## src/design/c2p_pkg.sv

```systemverilog
`default_nettype none
// ----------------------------------------------------------------------------
// c2p_pkg
// Shared constants, types and the CORDIC step-angle table for the
// cartesian-to-polar unit.
// ----------------------------------------------------------------------------
package c2p_pkg;

    localparam int COORD_WIDTH_DEF = 16;
    localparam int ANGLE_WIDTH_DEF = 16;

    localparam int CORDIC_STEPS   = 32;
    localparam int PRESCALE_SHIFT = 28;
    localparam int Z_WIDTH        = 32;

    localparam int                  THR_WIDTH = 15;
    localparam logic [THR_WIDTH-1:0] THR_RESET = 15'd1;

    localparam int APB_ADDR_WIDTH = 3;
    localparam int APB_DATA_WIDTH = 32;

    localparam logic [0:0] REG_IDX_ZERO_THR = 1'b0;

    localparam logic [Z_WIDTH-1:0] HALF_TURN_Z = 32'h8000_0000;

    typedef struct packed {
        logic valid;
        logic near_y;
        logic near_x;
        logic x_pos;
        logic y_pos;
    } c2p_ctl_t;

    // atan(2^-i) in units of 2^-32 turn
    function automatic logic [Z_WIDTH-1:0] step_angle(input int unsigned idx);
        logic [Z_WIDTH-1:0] a;
        case (idx)
            0:       a = 32'd536870912;
            1:       a = 32'd316933406;
            2:       a = 32'd167458907;
            3:       a = 32'd85004756;
            4:       a = 32'd42667331;
            5:       a = 32'd21354465;
            6:       a = 32'd10679838;
            7:       a = 32'd5340245;
            8:       a = 32'd2670163;
            9:       a = 32'd1335087;
            10:      a = 32'd667544;
            11:      a = 32'd333772;
            12:      a = 32'd166886;
            13:      a = 32'd83443;
            14:      a = 32'd41722;
            15:      a = 32'd20861;
            16:      a = 32'd10430;
            17:      a = 32'd5215;
            18:      a = 32'd2608;
            19:      a = 32'd1304;
            20:      a = 32'd652;
            21:      a = 32'd326;
            22:      a = 32'd163;
            23:      a = 32'd81;
            24:      a = 32'd41;
            25:      a = 32'd20;
            26:      a = 32'd10;
            27:      a = 32'd5;
            28:      a = 32'd3;
            29:      a = 32'd1;
            30:      a = 32'd1;
            default: a = 32'd0;
        endcase
        return a;
    endfunction

endpackage
`default_nettype wire

```

## src/design/c2p_prep.sv

```systemverilog
`default_nettype none
// ----------------------------------------------------------------------------
// c2p_prep
// Two front stages: magnitudes, squares and axis tests, then the squared
// length sum, with the CORDIC start vector folded into the right half-plane.
// ----------------------------------------------------------------------------
module c2p_prep #(
    parameter int COORD_WIDTH = c2p_pkg::COORD_WIDTH_DEF
) (
    input  wire                                     clk,
    input  wire                                     rst_n,
    input  wire                                     advance,
    input  wire                                     in_valid,
    input  wire  signed [COORD_WIDTH-1:0]           x_coord,
    input  wire  signed [COORD_WIDTH-1:0]           y_coord,
    input  wire         [c2p_pkg::THR_WIDTH-1:0]    thr,
    output c2p_pkg::c2p_ctl_t                       ctl_out,
    output logic signed [COORD_WIDTH+c2p_pkg::PRESCALE_SHIFT+1:0] x_out,
    output logic signed [COORD_WIDTH+c2p_pkg::PRESCALE_SHIFT+1:0] y_out,
    output logic        [c2p_pkg::Z_WIDTH-1:0]      z_out,
    output logic        [2*COORD_WIDTH-1:0]         n_out
);

    localparam int CW    = COORD_WIDTH + c2p_pkg::PRESCALE_SHIFT + 2;
    localparam int NW    = 2 * COORD_WIDTH;
    localparam int CMP_W = (COORD_WIDTH > c2p_pkg::THR_WIDTH) ? COORD_WIDTH
                                                               : c2p_pkg::THR_WIDTH;

    logic [COORD_WIDTH-1:0] ax;
    logic [COORD_WIDTH-1:0] ay;
    logic signed [CW-1:0]   x_ext;
    logic signed [CW-1:0]   y_ext;

    c2p_pkg::c2p_ctl_t         ctl_a_next;
    c2p_pkg::c2p_ctl_t         ctl_a_reg;
    c2p_pkg::c2p_ctl_t         ctl_b_reg;
    logic [NW-1:0]             sqx_a_next;
    logic [NW-1:0]             sqy_a_next;
    logic [NW-1:0]             sqx_a_reg;
    logic [NW-1:0]             sqy_a_reg;
    logic signed [CW-1:0]      x_a_next;
    logic signed [CW-1:0]      y_a_next;
    logic [c2p_pkg::Z_WIDTH-1:0] z_a_next;
    logic signed [CW-1:0]      x_a_reg;
    logic signed [CW-1:0]      y_a_reg;
    logic [c2p_pkg::Z_WIDTH-1:0] z_a_reg;
    logic signed [CW-1:0]      x_b_reg;
    logic signed [CW-1:0]      y_b_reg;
    logic [c2p_pkg::Z_WIDTH-1:0] z_b_reg;
    logic [NW-1:0]             n_b_next;
    logic [NW-1:0]             n_b_reg;

    always_comb
    begin
        ax = x_coord[COORD_WIDTH-1] ? (~x_coord + COORD_WIDTH'(1'b1)) : x_coord;
        ay = y_coord[COORD_WIDTH-1] ? (~y_coord + COORD_WIDTH'(1'b1)) : y_coord;

        sqx_a_next = NW'(ax) * NW'(ax);
        sqy_a_next = NW'(ay) * NW'(ay);

        ctl_a_next.valid  = in_valid;
        ctl_a_next.near_y = CMP_W'(ax) < CMP_W'(thr);
        ctl_a_next.near_x = CMP_W'(ay) < CMP_W'(thr);
        ctl_a_next.x_pos  = !x_coord[COORD_WIDTH-1] && (|x_coord);
        ctl_a_next.y_pos  = !y_coord[COORD_WIDTH-1] && (|y_coord);

        x_ext = {{2{x_coord[COORD_WIDTH-1]}}, x_coord, {c2p_pkg::PRESCALE_SHIFT{1'b0}}};
        y_ext = {{2{y_coord[COORD_WIDTH-1]}}, y_coord, {c2p_pkg::PRESCALE_SHIFT{1'b0}}};

        if (x_coord[COORD_WIDTH-1])
        begin
            x_a_next = -x_ext;
            y_a_next = -y_ext;
            z_a_next = c2p_pkg::HALF_TURN_Z;
        end
        else
        begin
            x_a_next = x_ext;
            y_a_next = y_ext;
            z_a_next = '0;
        end

        n_b_next = sqx_a_reg + sqy_a_reg;
    end

    always_ff @(posedge clk or negedge rst_n)
    begin
        if (!rst_n)
        begin
            ctl_a_reg <= '0;
            ctl_b_reg <= '0;
        end
        else if (advance)
        begin
            ctl_a_reg <= ctl_a_next;
            ctl_b_reg <= ctl_a_reg;
        end
    end

    always_ff @(posedge clk)
    begin
        if (advance)
        begin
            sqx_a_reg <= sqx_a_next;
            sqy_a_reg <= sqy_a_next;
            x_a_reg   <= x_a_next;
            y_a_reg   <= y_a_next;
            z_a_reg   <= z_a_next;
            x_b_reg   <= x_a_reg;
            y_b_reg   <= y_a_reg;
            z_b_reg   <= z_a_reg;
            n_b_reg   <= n_b_next;
        end
    end

    assign ctl_out = ctl_b_reg;
    assign x_out   = x_b_reg;
    assign y_out   = y_b_reg;
    assign z_out   = z_b_reg;
    assign n_out   = n_b_reg;

endmodule
`default_nettype wire

```

## config.mk

```make
export PLATFORM = sky130hd
export DESIGN_NAME = c2p_prep
export DESIGN_NICKNAME = d
export VERILOG_FILES = /design/src/design/c2p_pkg.sv /design/src/design/c2p_prep.sv
export SDC_FILE = /design/constraint.sdc
export NUM_CORES = 1
export LEC_CHECK = 0
export BUFFER_PORTS_ARGS = -buffer_cell sky130_fd_sc_hd__buf_2
export CAP_MARGIN = 40
export CORE_UTILIZATION = 30
export CTS_CLUSTER_DIAMETER = 50
export DETAILED_ROUTE_END_ITERATION = 8
export GPL_TIMING_DRIVEN = 0
export HOLD_SLACK_MARGIN = 0.06
export PLACE_DENSITY_LB_ADDON = 0.05
export SYNTH_ARGS = -nofsm -noshare
export SYNTH_HDL_FRONTEND = slang
export SYNTH_SLANG_ARGS = --single-unit
```

## constraint.sdc

```tcl
create_clock -name clk -period 2.3 [get_ports clk]
set_input_delay 0.115 -clock clk [delete_from_list [all_inputs] [get_ports clk]]
set_output_delay 0.115 -clock clk [all_outputs]
set_load 0.01 [all_outputs]
```

==> run_results.csv, run 1 <==
group,metric,value,unit
run_status,status,"finished with violations",
run_status,violations,"negative setup slack",
global_route,grt_pass1_vias,19250,
worst_setup_path,rr_worst_depth,8,
yosys,synth_top_family_by_area,"adder cells",
place,placed_area,0.02740,sq mm
finish,final_layout_size_suffix_gt1_share,34.13,%
worst_setup_path,cp_data_arrival_time,7.01,ns
yosys,ys_seq_elements,176,
worst_setup_path,crit_type,"primary input to flop",
yosys,synth_top_cell_area_share,28.22,%
timing,tightest_slew,0.7229,ns
die,io_pins,212,
routing,vias,17870,
die,die_w,281.8,microns
routing,wl_per_cell,18.59,microns
global_route,grt_usage,18.96,%
yosys,synthSimpleGateAreaFrac,9.517,%
routing,drtIter0Drc,949,
clocking,cts_buffer_depth,2,
die,num_rows,102,
hold_path,hold_class,"primary input to flop",
timing,fin_skew,0.01706,ns
worst_setup_path,worst-endpoint-required,2.52,ns
global_route,gr-total-overflow,0,
timing,min_period,6.793,ns
clocking,cts_buffers,17,
die,die_y,281.8,microns
global_route,antenna_found_initial,2,
global_route,grt_pass1_wl,111300,microns
hold_path,hp-start,"y_coord[15]",
worst_setup_path,r2r_slack,-0.37,ns
place,port_buffers,124,
finish,nets,3503,
routing,antenna_left,0,
yosys,synth_compound_area_share,8.409,%
place,place.gp.congestion,0.8235,
timing,fin_ws,-4.493,ns
finish,antenna_cells,0,
timing,max_freq,147.2,MHz
clocking,clock_latency,0.49,ns
timing,max_slew_margin,51.80,%
worst_setup_path,crit_path_start_kind,"primary input",
timing,hold_violations,0,
yosys,syn-cell-area,0.02348,sq mm
die,core,0.07747,sq mm
die,start_util,30.31,%
yosys,yosys.area_share.adder,41.76,%
hold_path,whs_endpoint,"y_a_reg[43]$_DFFE_PP_",
finish,multiInputGateArea,0.01842,sq mm
clocking,cts.reportedPaths.clkPinSlew,0.08,ns
worst_setup_path,worstPathMaxFanout,4,
clocking,clock-root-buffer,"clkbuf_16",
routing,wirelength,72880,microns
job,cap_violations,0,
yosys,synth.area.mux_share,0.5649,%
global_route,grt_max_degree,93,
timing,min_period_over_period,295.4,%
worst_setup_path,r2r_end,"n_out[25]$_DFFE_PP_",
yosys,yosysUniqueCellTypes,68,
yosys,netlist_top_cells_area,"fa_1 (28%), edfxtp_1 (21%), ha_1 (14%)",
finish,synthToLayoutAreaGrowth,37.40,%
yosys,ys.flop_type,"edfxtp_1",
clocking,cts_tree,"yes",
finish,seq_area,0.005235,sq mm
finish,largest_reg_flops,32,
clocking,htreeDepth,4,
yosys,postSynthCellCount,2382,
clocking,clock_sinks,176,
place,dpl.hpwl,56010,microns
timing,drv_slew,0,
yosys,synth_edf_count,166,
yosys,avgSynthCellArea,9.857,sq um
finish,fillers,7560,
timing,rsz0062_at_grt,"yes",
timing,finalSetupViolations,73,
yosys,synth-seq-area-share,22.30,%
die,fp.dieArea,0.07939,sq mm
yosys,yosysTopAreaCell,"fa_1",
hold_path,holdPathStages,3,
worst_setup_path,cp-end-kind,"flop",
place,place_ws,-5.645,ns
yosys,async_flop_share,5.682,%
routing,drc,0,
yosys,yosysWarningCount,0,
worst_setup_path,r2r_start,"sqx_a_reg[3]$_DFFE_PP_",
finish,design_area,0.03226,sq mm
routing,via_per_inst,4.558,
routing,drt-pass1-iter-count,5,
yosys,synthXorXnorAreaFrac,5.265,%
[through the flow]
step	hold slack, ns	utilization (%)	instances	TNS [ns]
5_1_grt	0.09321	41.64	3920	-205.59
6_report	0.08895	41.64	3920	-194.96
4_1_cts	0.06290	39.87	3837	-192.47
2_1_floorplan	-0.1806	-	2469	-192.48
3_5_place_dp	0.001213	35.36	3640	-272.90
3_3_place_gp	-0.003495	35.21	3633	-506.80
[placed cells by master (no fill, tap or decap), drive strengths merged, types with 11 or more instances in the layout]
master,count
inv,524
buf,471
fa,331
ha,254
nand2,207
edfxtp,166
nor2,149
conb,88
a21oi,83
xnor2,82
a21o,67
xor2,54
clkbuf,51
o21ai,49
and2,25
nand3,21
clkinv,20
nand4,16
nor3,15
dlygate4sd3,14
a31oi,14
nand2b,12
or3,11
o21bai,11
[synthesized netlist by cell type (3+ instances only)]
master	number
a211o_1	3
a211oi_1	10
a21boi_0	8
a21o_1	67
a21oi_1	83
a221oi_1	4
a31o_2	4
a31oi_1	14
a41oi_1	5
and2_1	25
and3_1	9
and4_1	7
buf_4	87
clkbuf_1	48
clkinv_1	8
dfrtp_1	10
edfxtp_1	166
fa_1	331
ha_1	254
inv_1	517
inv_2	7
mux2_2	10
nand2_1	206
nand2b_1	12
nand3_1	21
nand4_1	16
nor2_1	148
nor2b_1	9
nor3_1	15
nor4_1	3
o211ai_1	8
o21a_1	7
o21ai_0	49
o21bai_1	11
o31ai_1	7
o41ai_1	4
or2_2	3
or3_1	11
xnor2_1	82
xor2_1	51
[cell families after synthesis]
kind of cell    Yosys count
fa+ha+maj               585
other cells               1
buf+inv                 672
simple gates            498
compound gates          302
mux                      12
xor+xnor                136
flops                   176
[how the worst max path moves through the flow]
stage               startpoint                      end  slack [ns]  cells after the start
floorplan           y_coord[6]  sqy_a_reg[28]$_DFFE_PP_       -4.53                     26
global placement    y_coord[5]  sqy_a_reg[31]$_DFFE_PP_       -6.44                     28
detailed placement  y_coord[0]  sqy_a_reg[31]$_DFFE_PP_       -5.64                     29
CTS                 y_coord[7]  sqy_a_reg[29]$_DFFE_PP_       -4.70                     26
global route        y_coord[7]  sqy_a_reg[29]$_DFFE_PP_       -4.68                     26
finish              y_coord[7]  sqy_a_reg[29]$_DFFE_PP_       -4.49                     26
[worst max-delay path: stages]
cell	delay (ns)
buf_8	0.09
or2_4	0.24
or4_4	0.50
or4_4	0.48
nand2_4	0.11
xor2_4	0.27
inv_2	0.09
buf_12	0.15
nand2_4	0.07
fa_1	0.44
fa_1	0.55
inv_1	0.05
fa_1	0.51
fa_2	0.45
fa_1	0.50
inv_1	0.05
fa_1	0.49
inv_2	0.05
ha_4	0.27
and3_4	0.21
and4_1	0.19
o211ai_1	0.22
a21o_1	0.32
a41oi_4	0.22
mux2i_1	0.26
a221oi_2	0.07
[what timing repair did]
action | 4_1_cts | 5_1_grt
endpoints found under the hold margin | 23 | 0
hold buffers | 14 | 0
pin swaps | 157 | 166
setup buffers | 156 | 94
setup endpoints to repair | 75 | 75
gates resized for setup | 316 | 184
[cell type report]
type,count,share of cell area [%]
Timing Repair Buffer,389,10.25
Clock inverter,15,0.6399
Tap cell,1040,4.034
Clock buffer,17,1.319
Inverter,532,6.725
Sequential cell,176,16.23
Multi-Input combinational cell,1621,57.09
Buffer,130,3.712
[per-layer routing]
metal	global-route usage, %	vias to the layer above	part of all wire [%]
met5	0	-	0
met3	2.967	56	4.4
met4	5.226	0	2.4
li1	-	8393	-
met2	30.65	377	47
met1	26.22	9041	46
Power of run 1 is not shown: default switching activity piles up to over one toggle a cycle in this logic, so the estimate is an artifact.
==> inputs of run 2 (changes only) <==
--- a/config.mk
+++ b/config.mk
@@ -7,6 +7,7 @@
 export LEC_CHECK = 0
 export BUFFER_PORTS_ARGS = -buffer_cell sky130_fd_sc_hd__buf_2
 export CAP_MARGIN = 40
+export CORE_ASPECT_RATIO = 2
 export CORE_UTILIZATION = 30
 export CTS_CLUSTER_DIAMETER = 50
 export DETAILED_ROUTE_END_ITERATION = 8
==> run 2 against run 1 <==
Against the previous run:
- the flow still finishes with violations (negative setup slack)
- setup slack got worse by 0.0040 ns
- via count about the same
- design area decreased by 1.2%
==> run_results.csv, run 2 (synthesized netlist as in run 1, its figures left out) <==
group,metric,value,unit
run_status,status,"finished with violations",
run_status,violations,"negative setup slack",
clocking,cts_buffer_depth,2,
timing,min_period_over_period,295.5,%
timing,fin_ws,-4.497,ns
die,fp.dieArea,0.07946,sq mm
global_route,grt_usage,21.10,%
die,die_y,397.6,microns
worst_setup_path,worst-endpoint-required,2.54,ns
clocking,htreeDepth,4,
worst_setup_path,cpPeakStageDelay,0.59,ns
die,core,0.07729,sq mm
finish,layout_common_cells,"inv_1 (455), fa_1 (307), buf_4 (228)",
clocking,clock-root-buffer,"clkbuf_16",
clocking,cts_tree,"yes",
clocking,clock_latency,0.50,ns
routing,antenna_left,0,
routing,drc,0,
global_route,grt_pass1_wl,120000,microns
global_route,grt_pass1_vias,20010,
global_route,grt_max_degree,104,
worst_setup_path,cp_slowest_cell,"fa_2",
die,start_util,30.38,%
timing,max_freq,147.1,MHz
place,place.gp.congestion,0.8783,
routing,drt-pass1-iter-count,4,
clocking,cts.reportedPaths.clkPinSlew,0.07,ns
timing,drv_slew,0,
finish,final_layout_size_suffix_gt1_share,33.51,%
place,port_buffers,124,
routing,wl_per_cell,20.49,microns
routing,vias,17860,
finish,synthToLayoutAreaGrowth,35.78,%
routing,via_per_inst,4.607,
place,dpl.hpwl,62900,microns
timing,hold_violations,0,
die,num_rows,144,
place,place_ws,-5.990,ns
hold_path,hold_class,"primary input to flop",
job,cap_violations,0,
global_route,gr-total-overflow,0,
worst_setup_path,cp-end-kind,"flop",
timing,finalSetupViolations,73,
worst_setup_path,worstPathMaxFanout,7,
timing,tightest_slew,0.6895,ns
worst_setup_path,cp_data_arrival_time,7.04,ns
hold_path,holdPathStages,1,
die,io_pins,212,
clocking,cts_buffers,17,
timing,rsz0062_at_grt,"yes",
global_route,antenna_found_initial,1,
timing,max_slew_margin,54.03,%
worst_setup_path,crit_type,"primary input to flop",
clocking,clock_sinks,176,
timing,fin_skew,0.01010,ns
worst_setup_path,rr_worst_depth,11,
routing,drtIter0Drc,535,
finish,nets,3476,
worst_setup_path,crit_path_start_kind,"primary input",
finish,final_common_cell,"inv_1",
finish,largest_reg_flops,32,
timing,min_period,6.797,ns
die,die_w,199.8,microns
routing,wirelength,79430,microns
[run 2: worst max-delay path, delay by kind of cell]
kind	cells	cell delay, ns
buffers and inverters	6	0.47
and+or+nand+nor	7	1.81
xor gates and xnor gates	1	0.27
muxes	1	0.26
adders and majority gates	7	3.38
AOI/OAI and AO/OA	4	0.70
[run 2: repair_timing]
item	4_1_cts	5_1_grt
setup endpoints to repair	76	77
pin swaps	154	124
hold buffers	19	0
hold endpoints to repair	27	0
buffers inserted	136	84
resized for setup	289	199
[run 2: routing by layer]
layer	up-vias	share of wire, %	track usage, %
li1	8296	-	-
met1	9099	31	18.63
met2	319	60	43.86
met3	141	2.0	2.091
met4	0	6.8	12.45
met5	-	0	0
[run 2: metrics by stage]
| stage | cells | utilization, % | setup TNS [ns] | cell area, sq um | hold slack, ns |
|---|---|---|---|---|---|
| 6_report | 3876 | 41.25 | -197.36 | 31880 | 0.08237 |
| 5_1_grt | 3875 | 41.24 | -208.54 | 31880 | 0.09021 |
| 4_1_cts | 3811 | 39.61 | -198.36 | 30620 | 0.06020 |
| 3_5_place_dp | 3626 | 35.44 | -284.43 | 27400 | -0.01038 |
| 3_3_place_gp | 3615 | 35.26 | -530.75 | 27260 | -0.01731 |
| 2_1_floorplan | 2469 | - | -192.48 | 25360 | -0.1806 |
[run 2: path summary, 6_finish.rpt]
path | from | endpoint | slack [ns]
worst max register to register | sqy_a_reg[2]$_DFFE_PP_ | n_out[30]$_DFFE_PP_ | -0.54
min in group asynchronous | rst_n | ctl_out[0]$_DFFE_PN0P_ | 0.64
max in group asynchronous | rst_n | ctl_a_reg[3]$_DFFE_PN0P_ | 1.34
worst min register to register | x_a_reg[41]$_DFFE_PP_ | x_out[41]$_DFFE_PP_ | 0.42
worst min-delay path | advance | z_out[31]$_DFFE_PP_ | 0.08
worst max-delay path | y_coord[7] | sqy_a_reg[29]$_DFFE_PP_ | -4.50
[run 2: area by class of cell]
type / count / area (sq um)
buffer: 135 / 1250
clock inverter: 15 / 178.9
multi-input combinational: 1621 / 18400
inverter: 532 / 2128
fill: 7535 / 45410
antenna: 1 / 2.502
sequential: 176 / 5235
timing repair buffer: 357 / 2978
clock buffer: 17 / 425.4
tap: 1022 / 1279
Power of run 2 is left out for the same reason.
