$ cat config.mk
export PLATFORM = sky130hd
export DESIGN_NAME = c2p_post
export DESIGN_NICKNAME = d
export VERILOG_FILES = /design/src/design/c2p_pkg.sv /design/src/design/c2p_post.sv
export SDC_FILE = /design/constraint.sdc
export NUM_CORES = 1
export LEC_CHECK = 0
export BUFFER_PORTS_ARGS = -buffer_cell sky130_fd_sc_hd__buf_2
export CAP_MARGIN = 10
export CORE_MARGIN = 4
export CORE_UTILIZATION = 51
export CTS_BUF_LIST = sky130_fd_sc_hd__clkbuf_4 sky130_fd_sc_hd__clkbuf_8
export DETAILED_ROUTE_END_ITERATION = 12
export PLACE_DENSITY = 0.87
export SLEW_MARGIN = 25
export SYNTH_ARGS = -nofsm -noshare
export SYNTH_HDL_FRONTEND = slang
export SYNTH_SLANG_ARGS = --single-unit
$ cat constraint.sdc
create_clock -name clk -period 3.6 [get_ports clk]
set_input_delay 0.72 -clock clk [delete_from_list [all_inputs] [get_ports clk]]
set_output_delay 0.72 -clock clk [all_outputs]
set_load 0.005 [all_outputs]
$ cat src/design/c2p_pkg.sv
`default_nettype none
// ----------------------------------------------------------------------------
// c2p_pkg
// Shared constants, types and the CORDIC step-angle table for the
// cartesian-to-polar unit.
// ----------------------------------------------------------------------------
package c2p_pkg;

    localparam int COORD_WIDTH_DEF = 16;
    localparam int ANGLE_WIDTH_DEF = 16;

    localparam int CORDIC_STEPS   = 32;
    localparam int PRESCALE_SHIFT = 28;
    localparam int Z_WIDTH        = 32;

    localparam int                  THR_WIDTH = 15;
    localparam logic [THR_WIDTH-1:0] THR_RESET = 15'd1;

    localparam int APB_ADDR_WIDTH = 3;
    localparam int APB_DATA_WIDTH = 32;

    localparam logic [0:0] REG_IDX_ZERO_THR = 1'b0;

    localparam logic [Z_WIDTH-1:0] HALF_TURN_Z = 32'h8000_0000;

    typedef struct packed {
        logic valid;
        logic near_y;
        logic near_x;
        logic x_pos;
        logic y_pos;
    } c2p_ctl_t;

    // atan(2^-i) in units of 2^-32 turn
    function automatic logic [Z_WIDTH-1:0] step_angle(input int unsigned idx);
        logic [Z_WIDTH-1:0] a;
        case (idx)
            0:       a = 32'd536870912;
            1:       a = 32'd316933406;
            2:       a = 32'd167458907;
            3:       a = 32'd85004756;
            4:       a = 32'd42667331;
            5:       a = 32'd21354465;
            6:       a = 32'd10679838;
            7:       a = 32'd5340245;
            8:       a = 32'd2670163;
            9:       a = 32'd1335087;
            10:      a = 32'd667544;
            11:      a = 32'd333772;
            12:      a = 32'd166886;
            13:      a = 32'd83443;
            14:      a = 32'd41722;
            15:      a = 32'd20861;
            16:      a = 32'd10430;
            17:      a = 32'd5215;
            18:      a = 32'd2608;
            19:      a = 32'd1304;
            20:      a = 32'd652;
            21:      a = 32'd326;
            22:      a = 32'd163;
            23:      a = 32'd81;
            24:      a = 32'd41;
            25:      a = 32'd20;
            26:      a = 32'd10;
            27:      a = 32'd5;
            28:      a = 32'd3;
            29:      a = 32'd1;
            30:      a = 32'd1;
            default: a = 32'd0;
        endcase
        return a;
    endfunction

endpackage
`default_nettype wire

$ cat src/design/c2p_post.sv
`default_nettype none
// ----------------------------------------------------------------------------
// c2p_post
// Final selection of the angle (origin and axis cases, rounding of the
// turn count) and a two-entry output buffer that frees the chain.
// ----------------------------------------------------------------------------
module c2p_post #(
    parameter int COORD_WIDTH = c2p_pkg::COORD_WIDTH_DEF,
    parameter int ANGLE_WIDTH = c2p_pkg::ANGLE_WIDTH_DEF
) (
    input  wire                                  clk,
    input  wire                                  rst_n,
    input  wire  c2p_pkg::c2p_ctl_t              ctl_in,
    input  wire  [c2p_pkg::Z_WIDTH-1:0]          z_in,
    input  wire  [2*COORD_WIDTH-1:0]             root_in,
    input  wire  [c2p_pkg::THR_WIDTH-1:0]        thr,
    output logic                                 advance,
    output logic                                 out_valid,
    input  wire                                  out_ready,
    output logic [COORD_WIDTH-1:0]               out_radius,
    output logic [ANGLE_WIDTH-1:0]               out_angle
);

    localparam int CMP_W = (COORD_WIDTH > c2p_pkg::THR_WIDTH) ? COORD_WIDTH
                                                               : c2p_pkg::THR_WIDTH;
    localparam int DROP  = c2p_pkg::Z_WIDTH - ANGLE_WIDTH;

    localparam logic [ANGLE_WIDTH-1:0] ANG_QUARTER = {{(ANGLE_WIDTH-1){1'b0}}, 1'b1}
                                                     << (ANGLE_WIDTH - 2);
    localparam logic [ANGLE_WIDTH-1:0] ANG_HALF    = {{(ANGLE_WIDTH-1){1'b0}}, 1'b1}
                                                     << (ANGLE_WIDTH - 1);
    localparam logic [ANGLE_WIDTH-1:0] ANG_3QUARTER = ANG_HALF | ANG_QUARTER;

    logic [COORD_WIDTH-1:0] r;
    logic [ANGLE_WIDTH-1:0] ang_round;
    logic [COORD_WIDTH-1:0] d_radius;
    logic [ANGLE_WIDTH-1:0] d_angle;
    logic                   push;
    logic                   pop;

    logic [1:0]             count_reg;
    logic [1:0]             count_next;
    logic [COORD_WIDTH-1:0] head_r_reg;
    logic [COORD_WIDTH-1:0] head_r_next;
    logic [ANGLE_WIDTH-1:0] head_a_reg;
    logic [ANGLE_WIDTH-1:0] head_a_next;
    logic [COORD_WIDTH-1:0] tail_r_reg;
    logic [COORD_WIDTH-1:0] tail_r_next;
    logic [ANGLE_WIDTH-1:0] tail_a_reg;
    logic [ANGLE_WIDTH-1:0] tail_a_next;

    generate
        if (DROP > 0)
        begin : g_round
            localparam logic [c2p_pkg::Z_WIDTH:0] HALF_LSB =
                {{c2p_pkg::Z_WIDTH{1'b0}}, 1'b1} << (DROP - 1);

            logic [c2p_pkg::Z_WIDTH:0] z_sum;

            always_comb
            begin
                z_sum     = {1'b0, z_in} + HALF_LSB;
                ang_round = z_sum[c2p_pkg::Z_WIDTH-1:DROP];
            end
        end
        else
        begin : g_exact
            assign ang_round = z_in[ANGLE_WIDTH-1:0];
        end
    endgenerate

    always_comb
    begin
        r = root_in[COORD_WIDTH-1:0];
        if (CMP_W'(r) < CMP_W'(thr))
        begin
            d_radius = '0;
            d_angle  = '0;
        end
        else if (ctl_in.near_y)
        begin
            d_radius = r;
            d_angle  = ctl_in.y_pos ? ANG_QUARTER : ANG_3QUARTER;
        end
        else if (ctl_in.near_x)
        begin
            d_radius = r;
            d_angle  = ctl_in.x_pos ? '0 : ANG_HALF;
        end
        else
        begin
            d_radius = r;
            d_angle  = ang_round;
        end
    end

    assign advance   = (count_reg != 2'd2);
    assign out_valid = (count_reg != 2'd0);
    assign push      = advance && ctl_in.valid;
    assign pop       = out_valid && out_ready;

    always_comb
    begin
        count_next  = count_reg;
        head_r_next = head_r_reg;
        head_a_next = head_a_reg;
        tail_r_next = tail_r_reg;
        tail_a_next = tail_a_reg;
        case (count_reg)
            2'd0:
            begin
                if (push)
                begin
                    head_r_next = d_radius;
                    head_a_next = d_angle;
                    count_next  = 2'd1;
                end
            end
            2'd1:
            begin
                if (push && pop)
                begin
                    head_r_next = d_radius;
                    head_a_next = d_angle;
                end
                else if (push)
                begin
                    tail_r_next = d_radius;
                    tail_a_next = d_angle;
                    count_next  = 2'd2;
                end
                else if (pop)
                begin
                    count_next = 2'd0;
                end
            end
            2'd2:
            begin
                if (pop)
                begin
                    head_r_next = tail_r_reg;
                    head_a_next = tail_a_reg;
                    count_next  = 2'd1;
                end
            end
            default:
            begin
                count_next = 2'd0;
            end
        endcase
    end

    always_ff @(posedge clk or negedge rst_n)
    begin
        if (!rst_n)
        begin
            count_reg <= 2'd0;
        end
        else
        begin
            count_reg <= count_next;
        end
    end

    always_ff @(posedge clk)
    begin
        head_r_reg <= head_r_next;
        head_a_reg <= head_a_next;
        tail_r_reg <= tail_r_next;
        tail_a_reg <= tail_a_next;
    end

    assign out_radius = head_r_reg;
    assign out_angle  = head_a_reg;

endmodule
`default_nettype wire

==> flow_summary.ini, run 1 <==
[status]
status = finished, final reports clean

[worst_setup_path]
criticalPathCategory = in2reg
path_max_fanout = 62
crit_chain = buf_2 -> ha_1 -> nand2_1 -> or3_1 -> o221ai_1 -> a211oi_4 -> buf_12 -> o41ai_1
path_delay_family = compound AO/OA/AOI/OAI gates
critPathLaunchType = input pin
endpoint_kind = flip-flop
cp.required_ns = 3.72
worst_path_max_delay_cell = o41ai_1
r2r_slack_ns = 1.64
cp_slowest_stage_delay_ns = 0.38
cp.arrival_ns = 2.64
cp_num_buf_inv = 2

[grt]
grt_use_met1_pct = 23.3
grt_pass1_vias = 2475
grt_max_degree = 63
grt_use_met3_pct = 3.50
overflow = 0
grt_usage_pct = 18.9
grt_most_used_layer = met2
antenna_found_initial = 0
grt_pass1_wl_um = 11500
use_met2_pct = 32.2

[die]
start_util_pct = 52.6
core_area_sq_um = 6350
io_pins = 121
dieArea_sq_um = 7900
die_x_um = 88.9
rows = 29
die_h_um = 88.9

[power_and_ir_drop]
seqPwrFrac_pct = 52.1
p_clk_share_pct = 30.5
swShare_pct = 25.2
switchingPower_w = 0.000471
power.leakage_nw = 1.67
ir_worst_vdd_v = 0.000279
p_int_w = 0.00139
p_per_area_nw_per_um2 = 459
combPwrFrac_pct = 17.4
finalPower_w = 0.00186

[yosys]
yosysMostFrequentCell = edfxtp_1
synth_area_sq_um = 3340
synth_edf_count = 64
synth_flop_cell = edfxtp_1
synth_cell_types = 35
synth_top_area_cell = edfxtp_1
synth_top_area_share_pct = 57.6
synthArstFlopShare_pct = 3.03
ys_ff_latch = 66
yosys-top-cells-area = edfxtp_1 (58%), nand2_1 (6.2%), ha_1 (5.6%)
syn_inst = 306
synth_fp_nets = 408
yosys-top-cells-count = edfxtp_1 (64), nand2_1 (55), inv_1 (19)
avgSynthCellArea_sq_um = 10.9
ys_warn_count = 0
yosysSeqAreaShare_pct = 59.1

[route]
vias = 2576
viasPerCell = 5.41
drt_iter0_drc = 109
drc_errors = 0
dr.pass1.iters = 4
antenna_left = 0
wl_per_cell_um = 14.8
finalWirelength_um = 7070

[final_layout]
regArea_sq_um = 1970
final_nets = 497
n_fill_cell = 519
n_antenna_cell = 0
multiInputGateArea_sq_um = 1250
final-instance-count-excl-fill = 476
design_area_sq_um = 4060
syn2layout_area_growth_pct = 21.7
drive_gt1_share_pct = 27.8

[sta]
finalHoldViolations = 0
finalWorstSetupSlack_ns = 1.08
setup_viol = 0
tightest_slew_ns = 0.933
timing.fmax_mhz = 397
period_share_pct = 69.9
finalMaxSlewViolations = 0
tns_ns = 0
slew_headroom_pct = 37.7
period_needed_ns = 2.52
rsz0062_at_grt = no
finClkSkew_ns = 0.00653

[clock_network]
clk_latency_ns = 0.32
cts.sinks = 66
clockBufferDepth = 2
path_clk_slew_ns = 0.07
hold_buffers = 0
cts-root-buf = clkbuf_8
cts-htree-levels = 3
cts_tree = yes
numCtsBuffers = 9
cts.repair.resized = 0
post_cts_buffers = 0

[hold_path]
hold_path.class = in2async

[place]
gp_congestion = 0.917
port_buffers = 89
pre_cts_slack_ns = 0.765
placed_cells_incl_taps = 461
dpl.hpwl_um = 5140
place_area_sq_um = 3880

[flow_run]
max-cap-violations = 0
-- final timing paths --
kind,startpoint,to,depth (start not counted)
setup / recovery,root_in[5],out_angle[1],8
hold / removal,rst_n,count_reg[1],1
setup reg to reg,count_reg[0],out_radius[14],4
hold reg to reg,tail_r_reg[15],out_radius[15],2
max in group asynchronous,rst_n,count_reg[0],1
min in group clk,tail_r_reg[15],out_radius[15],2
-- area by class of cell --
type	count	share of cell area (%)
inverter	20	1.85
multi-input combinational	205	30.9
timing repair buffer	93	12.0
clock inverter	5	1.14
tap	77	2.37
clock buffer	10	3.23
sequential	66	48.5
-- cells by family after synthesis --
| logic type | count (synthesis) | synth area share [%] |
|---|---|---|
| adders and majority gates | 15 | 5.62 |
| buffers and inverters | 35 | 4.20 |
| AOI/OAI and AO/OA | 49 | 9.41 |
| and+or+nand+nor | 126 | 17.7 |
| xor gates and xnor gates | 15 | 3.94 |
| DFF | 66 | 59.1 |
-- cell usage in the layout, fill, tap and decap left out, types with 2 or more instances in the layout --
cell type / count
buf_2: 89
edfxtp_1: 64
nand2_1: 55
inv_1: 19
nor2b_1: 16
nor3_1: 16
o21ai_1: 15
o31ai_1: 15
ha_1: 15
nor2_1: 11
clkbuf_8: 9
nand3_1: 8
xnor2_1: 8
xor2_1: 7
a21oi_1: 6
nand4_1: 6
clkinv_1: 4
nand2b_1: 3
nor4_1: 3
buf_4: 3
o21ai_0: 2
or2_2: 2
and3_1: 2
o22ai_1: 2
dfrtp_1: 2
-- per-stage QoR --
stage,util [%],hold WS [ns]
5_1_grt,64.0,0.161
4_1_cts,64.0,0.164
6_report,64.0,0.176
2_1_floorplan,-,0.424
3_5_place_dp,61.2,0.498
3_3_place_gp,61.2,0.492
-- power by group through the flow --
| stage | Clock, W | Combinational [W] | Sequential [W] |
|---|---|---|---|
| final | 0.000568 | 0.000325 | 0.000972 |
| after global routing | 0.000615 | 0.000367 | 0.000979 |
| after CTS | 0.000576 | 0.000330 | 0.000973 |
| after detailed placement | 0 | 0.000328 | 0.000988 |
| after global placement | 0 | 0.000314 | 0.000985 |
| after floorplan | 0 | 0.000166 | 0.000994 |
-- layer usage --
metal	routed length, um	vias up
met4	161	0
met3	381	14
li1	-	1274
met5	0	-
met1	2900	1205
met2	3630	83
Power figures use the tool's default switching activity.
==> run 2: changes to the inputs <==
- ABC_AREA: not set -> 1
- CORE_UTILIZATION: 51 -> 47
- PLACE_DENSITY: 0.87 -> 0.83
- clock period: 3.6 -> 2.3 ns (I/O delays scaled with it)
==> flow_summary.ini, run 2 <==
[status]
status = finished, final reports clean

[sta]
rsz0062_at_grt = no
timing.fmax_mhz = 505
period_needed_ns = 1.98
finClkSkew_ns = 0.00598
setup_viol = 0
tns_ns = 0
finalMaxSlewViolations = 0
slew_headroom_pct = 59.3
period_share_pct = 86.2
tightest_slew_ns = 0.610
finalHoldViolations = 0

[yosys]
avgSynthCellArea_sq_um = 9.03
synth_cell_types = 26
synth_area_sq_um = 3560
syn_inst = 394
synth_fp_nets = 496
synth_top_area_cell = edfxtp_1
synthArstFlopShare_pct = 3.03
synth_top_area_share_pct = 54.0
synth_edf_count = 64
ys_warn_count = 0
synth_flop_cell = edfxtp_1
yosys-top-cells-count = nand2_1 (105), edfxtp_1 (64), inv_1 (54)
yosysSeqAreaShare_pct = 55.4
yosysMostFrequentCell = nand2_1
yosys-top-cells-area = edfxtp_1 (54%), nand2_1 (11%), inv_1 (5.7%)
ys_ff_latch = 66

[die]
dieArea_sq_um = 9020
rows = 31
io_pins = 121
die_x_um = 95.0
start_util_pct = 48.8
core_area_sq_um = 7290
die_h_um = 95.0

[grt]
use_met2_pct = 31.7
grt_max_degree = 35
grt_use_met1_pct = 20.9
grt_most_used_layer = met2
grt_pass1_wl_um = 12400
antenna_found_initial = 0
overflow = 0
grt_use_met3_pct = 2.87
grt_usage_pct = 18.0
grt_pass1_vias = 2803

[route]
antenna_left = 0
vias = 2926
dr.pass1.iters = 4
drc_errors = 0
drt_iter0_drc = 96
finalWirelength_um = 7790
wl_per_cell_um = 13.2
viasPerCell = 4.94

[worst_setup_path]
startpoint = count_reg[1]
worstSetupPathDepth = 4
r2r_cells = 6
crit_chain = inv_1 -> nor2_2 -> inv_2 -> buf_2
worst_path_max_delay_cell = inv_2
cp_num_buf_inv = 3
path_max_fanout = 34
cp_slowest_stage_delay_ns = 0.45
path_delay_family = buffers and inverters
cp.arrival_ns = 1.52
r2r_slack_ns = 0.33
worst_r2r_startpoint = count_reg[1]
critPathCapture = advance
endpoint_kind = primary output
cp.required_ns = 1.84
critPathLaunchType = flip-flop
criticalPathCategory = reg2out
r2r-end = out_radius[3]

[power_and_ir_drop]
ir_worst_vdd_v = 0.000464
finalPower_w = 0.00385
power.leakage_nw = 2.10
p_per_area_nw_per_um2 = 886

[clock_network]
post_cts_buffers = 0
clockBufferDepth = 2
cts-root-buf = clkbuf_8
path_clk_slew_ns = 0.07
cts-htree-levels = 3
clk_latency_ns = 0.34
numCtsBuffers = 9
cts.sinks = 66
cts_tree = yes

[flow_run]
max-cap-violations = 0

[final_layout]
multiInputGateArea_sq_um = 1330
final_util_pct = 59.6
final_nets = 590
final_cell_mix = nand2_1 (105), buf_2 (89), edfxtp_1 (64)
layout_commonest_cell = nand2_1
n_fill_cell = 645
syn2layout_area_growth_pct = 22.1
n_antenna_cell = 0
drive_gt1_share_pct = 26.2
design_area_sq_um = 4340
regArea_sq_um = 1970

[place]
port_buffers = 89
dpl.hpwl_um = 5680
gp_congestion = 0.879
place_area_sq_um = 4130

[hold_path]
hold_path.class = in2reg
==> run 2: cells by family (layout without fill, tap and decap cells) <==
| family | count (synthesis) | in the layout | share of synthesized area, % |
|---|---|---|---|
| xor gates and xnor gates | 8 | 8 | 1.97 |
| buffers and inverters | 70 | 169 | 7.84 |
| adders and majority gates | 15 | 15 | 5.28 |
| and+or+nand+nor | 218 | 218 | 26.8 |
| AOI/OAI and AO/OA | 17 | 17 | 2.71 |
| DFF | 66 | 66 | 55.4 |
==> run 2: layout make-up <==
cell class,instances,share of cell area (%)
Sequential cell,66,45.4
Multi-Input combinational cell,258,30.5
Timing Repair Buffer,96,11.5
Inverter,57,4.93
Clock buffer,9,2.85
Tap cell,99,2.85
Clock inverter,7,1.93
==> run 2: metrics by stage <==
stage / worst slack, ns / hold slack (ns) / cells
after floorplan: 0.273 / 0.164 / 394
after global placement: 0.115 / 0.245 / 575
after detailed placement: 0.0193 / 0.250 / 575
after CTS: 0.314 / 0.333 / 592
after global routing: 0.190 / 0.334 / 592
final: 0.318 / 0.347 / 592
==> run 2: how the worst min path moves through the flow <==
stage / slack, ns / to / cells after the start / startpoint
2_1_floorplan: 0.16 / count_reg[0] / 0 / rst_n
3_3_place_gp: 0.24 / count_reg[1] / 1 / rst_n
3_5_place_dp: 0.25 / count_reg[1] / 1 / rst_n
4_1_cts: 0.33 / tail_r_reg[15] / 1 / root_in[15]
5_1_grt: 0.33 / tail_r_reg[15] / 1 / root_in[15]
6_report: 0.35 / tail_r_reg[15] / 1 / root_in[15]
==> run 2: what timing repair did <==
action | CTS | global route
hold buffers | 1 | 0
gates resized for setup | 0 | 0
hold endpoints to repair | 2 | 0
==> run 2: layer usage <==
metal / share of wire (%) / up-vias
met5: 0 / -
met4: 2.1 / 0
met3: 7.0 / 15
met2: 52 / 109
met1: 39 / 1344
li1: - / 1458
==> run 2: where the power goes <==
part	internal [W]	switching [W]	leakage (nW)	total [W]
registers	0.00176	0.0000932	0.645	0.00185
logic	0.000364	0.000608	1.35	0.000972
clock network	0.000597	0.000425	0.102	0.00102
==> run 3: changes to the inputs <==
- MAX_ROUTING_LAYER: not set -> met4
==> flow_summary.ini, run 3 (synthesized netlist as in run 2, its figures left out) <==
[worst_setup_path]
cp_slowest_stage_delay_ns = 0.44
path_max_fanout = 34
criticalPathCategory = reg2out
crit_chain = nor2_2 -> inv_2 -> buf_2
worst_path_max_delay_cell = dfrtp_1
cp.arrival_ns = 1.52
cp.required_ns = 1.84
endpoint_kind = primary output
critPathLaunchType = flip-flop

[final_layout]
syn2layout_area_growth_pct = 21.4
layout_commonest_cell = nand2_1
design_area_sq_um = 4320
n_fill_cell = 629
n_antenna_cell = 0
final_nets = 590
final_cell_mix = nand2_1 (105), buf_2 (89), edfxtp_1 (64)
drive_gt1_share_pct = 26.8

[grt]
antenna_found_initial = 0
grt_usage_pct = 17.6
grt_pass1_vias = 2745
grt_pass1_wl_um = 11700
overflow = 0
grt_max_degree = 35

[clock_network]
clockBufferDepth = 2
cts.repair.resized = 0
cts.sinks = 66
cts-htree-levels = 3
cts_tree = yes
post_cts_buffers = 0
hold_buffers = 1
numCtsBuffers = 9
path_clk_slew_ns = 0.07
cts-root-buf = clkbuf_8
clk_latency_ns = 0.34

[hold_path]
hold_path.class = in2reg

[route]
dr.pass1.iters = 4
vias = 2830
wl_per_cell_um = 12.5
antenna_left = 0
finalWirelength_um = 7420
viasPerCell = 4.78
drc_errors = 0
drt_iter0_drc = 159

[die]
core_area_sq_um = 7290
start_util_pct = 48.8
die_h_um = 95.0
dieArea_sq_um = 9020
io_pins = 121
die_x_um = 95.0
rows = 31

[sta]
tns_ns = 0
tightest_slew_ns = 0.591
finalHoldViolations = 0
finClkSkew_ns = 0.00630
period_needed_ns = 1.98
period_share_pct = 85.9
setup_viol = 0
finalMaxSlewViolations = 0
slew_headroom_pct = 60.5
rsz0062_at_grt = no
timing.fmax_mhz = 506

[power_and_ir_drop]
ir_worst_vdd_v = 0.000361
swShare_pct = 31.0
p_int_w = 0.00252
combPwrFrac_pct = 26.5
switchingPower_w = 0.00113
power.leakage_nw = 2.08
p_per_area_nw_per_um2 = 844
seqPwrFrac_pct = 50.8
p_clk_share_pct = 22.6

[place]
gp_congestion = 0.892
dpl.hpwl_um = 5620
port_buffers = 89
place_area_sq_um = 4140

[status]
status = finished, final reports clean

[flow_run]
max-cap-violations = 0
run 3: cell types whose count changed in the layout (fill, tap and decap cells not counted), sizes merged:
| cell | change |
|---|---|
| bufinv | -2 |
| clkinvlp | +2 |
run 3: worst paths after layout:
path                                      from  slack, ns              to  depth (start not counted)
worst max register to register    count_reg[0]       0.34   out_angle[10]                          5
worst min-delay path               root_in[15]       0.34  tail_r_reg[15]                          1
worst max-delay path              count_reg[0]       0.32         advance                          3
worst min register to register  tail_a_reg[12]       0.52   out_angle[12]                          2
max in group asynchronous                rst_n       1.77    count_reg[0]                          2
min in group asynchronous                rst_n       0.44    count_reg[0]                          2
run 3: final cells by class:
class	instances	area, sq um	area share, %
multi-input combinational	258	1330	30.7
inverter	57	214	4.96
sequential	66	1970	45.7
clock buffer	9	124	2.87
tap	99	124	2.87
clock inverter	7	46.3	1.07
timing repair buffer	96	513	11.9
run 3: stage by stage:
stage	cells	hold slack (ns)	util, %	total power, W	setup WS (ns)
2_1_floorplan	394	0.164	-	0.00235	0.273
3_3_place_gp	575	0.245	56.7	0.00282	0.115
3_5_place_dp	575	0.253	56.7	0.00286	0.0282
4_1_cts	592	0.322	59.2	0.00369	0.320
5_1_grt	592	0.327	59.2	0.00387	0.197
6_report	592	0.339	59.2	0.00365	0.324
run 3: layer usage:
layer	GRT usage, %	share of wire (%)	wire length, um	vias up
li1	-	-	-	1461
met1	19.2	41	3080	1280
met2	31.1	52	3830	76
met3	3.35	5.0	374	13
met4	7.69	1.8	134	0
met5	-	0	0	-
run 3: critical path, delay by kind of cell, from the launching register on:
family / cells / cell delay [ns]
buffers and inverters: 2 / 0.66
DFF: 1 / 0.44
and+or+nand+nor: 1 / 0.08
run 3: power by group through the flow:
stage          clock, W  sequential [W]  combinational (W)
2_1_floorplan         0         0.00191           0.000443
3_3_place_gp          0         0.00187           0.000945
3_5_place_dp          0         0.00189           0.000975
4_1_cts        0.000848         0.00186           0.000979
5_1_grt        0.000907         0.00188            0.00108
6_report       0.000825         0.00185           0.000967
